### config.mk
export PLATFORM = sky130hd
export DESIGN_NAME = sia_cell
export DESIGN_NICKNAME = d
export VERILOG_FILES = /design/src/sv/sia_pkg.sv /design/src/sv/sia_cell.sv
export SDC_FILE = /design/constraint.sdc
export NUM_CORES = 1
export LEC_CHECK = 0
export BUFFER_PORTS_ARGS = -buffer_cell sky130_fd_sc_hd__buf_2
export CAP_MARGIN = 10
export CORE_AREA = 2 2 107 109
export DETAILED_ROUTE_END_ITERATION = 8
export DIE_AREA = 0 0 109 111
export GPL_TIMING_DRIVEN = 0
export PLACE_DENSITY_LB_ADDON = 0.2
export SKIP_LAST_GASP = 1
export SLEW_MARGIN = 20
export SYNTH_ARGS = -nofsm -noshare
export SYNTH_HDL_FRONTEND = slang
export SYNTH_SLANG_ARGS = --single-unit
### constraint.sdc
create_clock -name clk -period 4.6 [get_ports clk]
set_input_delay 0.23 -clock clk [delete_from_list [all_inputs] [get_ports clk]]
set_output_delay 0.23 -clock clk [all_outputs]
set_load 0.005 [all_outputs]
### src/sv/sia_pkg.sv
// shared types, constants and codes for the shift-insert array
`timescale 1ns / 1ps

package sia_pkg;

  // array geometry
  localparam int DEPTH = 256;
  localparam int IDX_W = $clog2(DEPTH);
  localparam int CNT_W = $clog2(DEPTH + 1);

  // port field widths
  localparam int FUNC_W   = 3;
  localparam int INDEX_W  = 9;
  localparam int STATUS_W = 2;
  localparam int WORD_W   = 64;

  // read select tree split: low bits pick inside a group, high bits pick the group
  localparam int LO_W  = (IDX_W + 1) / 2;
  localparam int HI_W  = IDX_W - LO_W;
  localparam int GRP   = 2 ** LO_W;
  localparam int NGRP  = 2 ** HI_W;

  // bit pattern of -1.0 in double precision
  localparam logic [WORD_W-1:0] NEG_ONE_BITS = 64'hBFF0_0000_0000_0000;

  typedef logic [WORD_W-1:0] word_t;

  // operation codes
  typedef enum logic [FUNC_W-1:0] {
    F_GET   = 3'd0,
    F_SET   = 3'd1,
    F_INS   = 3'd2,
    F_ERA   = 3'd3,
    F_PUSH  = 3'd4,
    F_POP   = 3'd5,
    F_CLEAR = 3'd6,
    F_FILL  = 3'd7
  } func_t;

  // status codes
  typedef enum logic [STATUS_W-1:0] {
    ST_OK     = 2'd0,
    ST_BOUNDS = 2'd1,
    ST_FULL   = 2'd2,
    ST_EMPTY  = 2'd3
  } status_t;

  // command broadcast to every cell
  typedef enum logic [2:0] {
    CMD_NONE = 3'd0,
    CMD_SET  = 3'd1,
    CMD_INS  = 3'd2,
    CMD_ERA  = 3'd3,
    CMD_FILL = 3'd4
  } cmd_op_t;

  typedef struct packed {
    cmd_op_t          op;
    logic [CNT_W-1:0] pos;
  } cell_cmd_t;

endpackage

### src/sv/sia_cell.sv
// one storage cell of the array: holds a word and trades it with its neighbors
`timescale 1ns / 1ps

module sia_cell (
  input  logic                     clk,
  input  sia_pkg::cell_cmd_t       cmd,
  input  logic [sia_pkg::IDX_W-1:0] cell_pos,
  input  sia_pkg::word_t           value,
  input  sia_pkg::word_t           left_entry,
  input  sia_pkg::word_t           right_entry,
  output sia_pkg::word_t           entry
);
  import sia_pkg::*;

  word_t            entry_r;
  word_t            entry_nxt;
  logic [CNT_W-1:0] pos_ext;

  assign pos_ext = CNT_W'(cell_pos);

  // pick the next word from the broadcast command and this cell's position
  always_comb begin
    entry_nxt = entry_r;
    case (cmd.op)
      CMD_SET: begin
        if (pos_ext == cmd.pos) entry_nxt = value;
      end
      CMD_INS: begin
        if (pos_ext == cmd.pos) entry_nxt = value;
        else if (pos_ext > cmd.pos) entry_nxt = left_entry;
      end
      CMD_ERA: begin
        if (pos_ext >= cmd.pos) entry_nxt = right_entry;
      end
      CMD_FILL: begin
        if (pos_ext < cmd.pos) entry_nxt = '0;
      end
      default: entry_nxt = entry_r;
    endcase
  end

  // word storage
  always_ff @(posedge clk) begin
    entry_r <= entry_nxt;
  end

  assign entry = entry_r;

endmodule

==> flow_metrics.py <==
metrics = {
    "timing": {
        "hold_viol_final": 0,
        "setup_viol": 0,
        "slew_headroom_pct": 60.5,
        "report.final.slew_viol_count": 0,
        "fin_crit_ps": 2310,
        "tns_ps": 0,
        "worst_slew_pin_slew_ps": 592,
        "max_freq_mhz": 434,
        "rsz0062_at_grt": "no",
        "min_period_over_period_pct": 50.1,
    },
    "clocking": {
        "cts_tree": "built",
        "clk_pin_slew_ps": 50,
        "holdBufCountCts": 0,
        "clockBufferDepth": 2,
        "cts_max_level": 3,
        "clock-sinks": 64,
        "post_cts_buffers": 0,
        "numCtsBuffers": 9,
        "cts_root_buf": "clkbuf_16",
        "cts_resized": 0,
    },
    "final_layout": {
        "final_util_pct": 49.4,
        "finish.instance_area_um2": 5470,
        "diodes": 0,
        "finalNetCount": 827,
        "largest_reg_flops": 64,
        "area_delta_synth_final_pct": 52.1,
        "fin_cells": 754,
        "drive_gt1_share_pct": 49.4,
    },
    "die": {
        "io_pins": 277,
        "chipHeight_um": 111,
        "die_w_um": 109,
        "core_area_um2": 11100,
        "start_util_pct": 32.5,
        "die_area_um2": 12100,
        "fp-row-count": 39,
    },
    "power_and_ir_drop": {
        "leakage_nw": 2.49,
        "ir_worst_vdd_mv": 0.172,
        "powerDensity_nw_per_um2": 311,
        "total_power_mw": 1.70,
    },
    "synth": {
        "syn_inst": 318,
        "avgSynthCellArea_um2": 11.3,
        "yosysTopAreaCellShare_pct": 53.4,
        "synth-edff-count": 64,
        "post-synth-top-count-cell": "nand2_1",
        "synth_cell_type_count": 24,
        "ys_warn_count": 0,
        "yosysTopAreaCell": "edfxtp_1",
        "ys_top_cells_by_count": "65 x nand2_1, 64 x edfxtp_1, 64 x mux2i_1",
        "yosys_most_used_dff": "edfxtp_1",
        "synth_seq_cells": 64,
        "syn_area_um2": 3600,
        "ys_seq_area_share_pct": 53.4,
        "synth_area_leaders": "edfxtp_1 53%, mux2i_1 18%, o21ai_1 8.4%, nand2_1 6.8%, buf_12 3.9%",
        "synthesis.nets": 539,
        "async_reset_ff_share_pct": 0,
    },
    "critical_path": {
        "arrival_ps": 2320,
        "start_kind": "input pin",
        "endpoint_kind": "flip-flop",
        "crit_type": "input pin to flip-flop",
        "cp.required_ps": 4610,
        "crit_path_max_fanout": 34,
    },
    "routing": {
        "drt-met1-wl_um": 3980,
        "drt_wl_total_um": 10400,
        "ant_nets": 0,
        "route.detailed.drc": 0,
        "wl_met2_um": 5160,
        "topRoutingLayerUsed": "met4",
        "via_per_inst": 4.61,
        "wl_per_cell_um": 13.8,
        "drtIter0Drc": 100,
        "wl_met3_um": 970,
        "dr.pass1.iters": 4,
        "num_vias": 3476,
    },
    "grt": {
        "grt_max_degree": 35,
        "grt_pass1_vias": 3415,
        "grt_usage_pct": 16.6,
        "grt_first_pass_wirelength_um": 15400,
        "grt-ovfl-total": 0,
        "antenna_found_initial": 0,
    },
    "placed_design": {
        "placed_area_um2": 5190,
        "portBuffers": 276,
        "finalWeightedCongestion": 0.792,
        "dp.final_hpwl_um": 8400,
        "placed_cells": 738,
    },
    "status": {
        "status": "finished clean",
    },
    "hold_path": {
        "hp-class": "input pin to flip-flop",
        "min_path_cells": 3,
    },
    "run": {
        "max_cap_viol_count": 0,
    },
}
[metrics by stage]
stage / hold slack (ps) / setup WS (ps)
after floorplan: 417 / 1170
after global placement: 505 / 159
after detailed placement: 507 / 1940
after CTS: 174 / 2270
after global routing: 189 / 2170
final: 184 / 2290
[worst paths after layout]
path | start | end | slack [ps]
worst max-delay path | cmd[2] | entry[4]$_DFFE_PP_ | 2290
worst min-delay path | right_entry[62] | entry[62]$_DFFE_PP_ | 180
[per-layer routing]
metal	track usage, %	vias to the layer above
met5	0	-
met4	7.26	0
met3	4.23	20
met2	30.6	176
met1	17.2	1553
li1	-	1727
[final cells by class]
class | count | area (um2)
fill | 1071 | 5610
timing repair buffer | 277 | 1400
sequential | 64 | 1920
multi-input combinational | 223 | 1460
inverter | 10 | 37.5
clock buffer | 11 | 233
tap | 143 | 179
clock inverter | 5 | 47.5
buffer | 21 | 194
[cells in the final DEF, fill, tap and decap left out, drive strengths merged]
master,Yosys,layout
o211ai,1,1
nand3,2,2
o31a,1,1
mux2i,64,64
nor3,1,1
nand2,65,65
nand2b,2,2
edfxtp,64,64
and2b,1,1
ha,8,8
a21o,1,1
nor2,4,4
nand4b,1,1
a21oi,3,3
o21ai,66,66
clkbuf,13,24
inv,10,10
and2,1,1
buf,8,285
bufinv,0,1
or3,2,2
clkinv,0,4
[power breakdown]
part | total [mW] | switching [mW] | internal [mW]
combinational | 0.339 | 0.160 | 0.179
sequential | 0.723 | 0.0104 | 0.713
clock | 0.637 | 0.224 | 0.413
total | 1.70 | 0.395 | 1.31
[critical path, cell delays in order]
cell and delay, ps:
buf_2 80, inv_1 40, ha_1 310, o21ai_0 200
a21oi_1 70, o31a_1 260, or3_2 490, nand3_4 340
buf_12 270
[kinds of logic (layout without fill, tap and decap cells)]
group	after synthesis	after routing	synth area share (%)
AND/OR/NAND/NOR	79	79	9.15
multiplexers	64	64	17.8
buffers and inverters	31	324	6.44
adder cells (fa/ha/maj)	8	8	2.78
flip-flops	64	64	53.4
AO/OA/AOI/OAI	72	72	10.4
(Power assumes the default switching activity.)
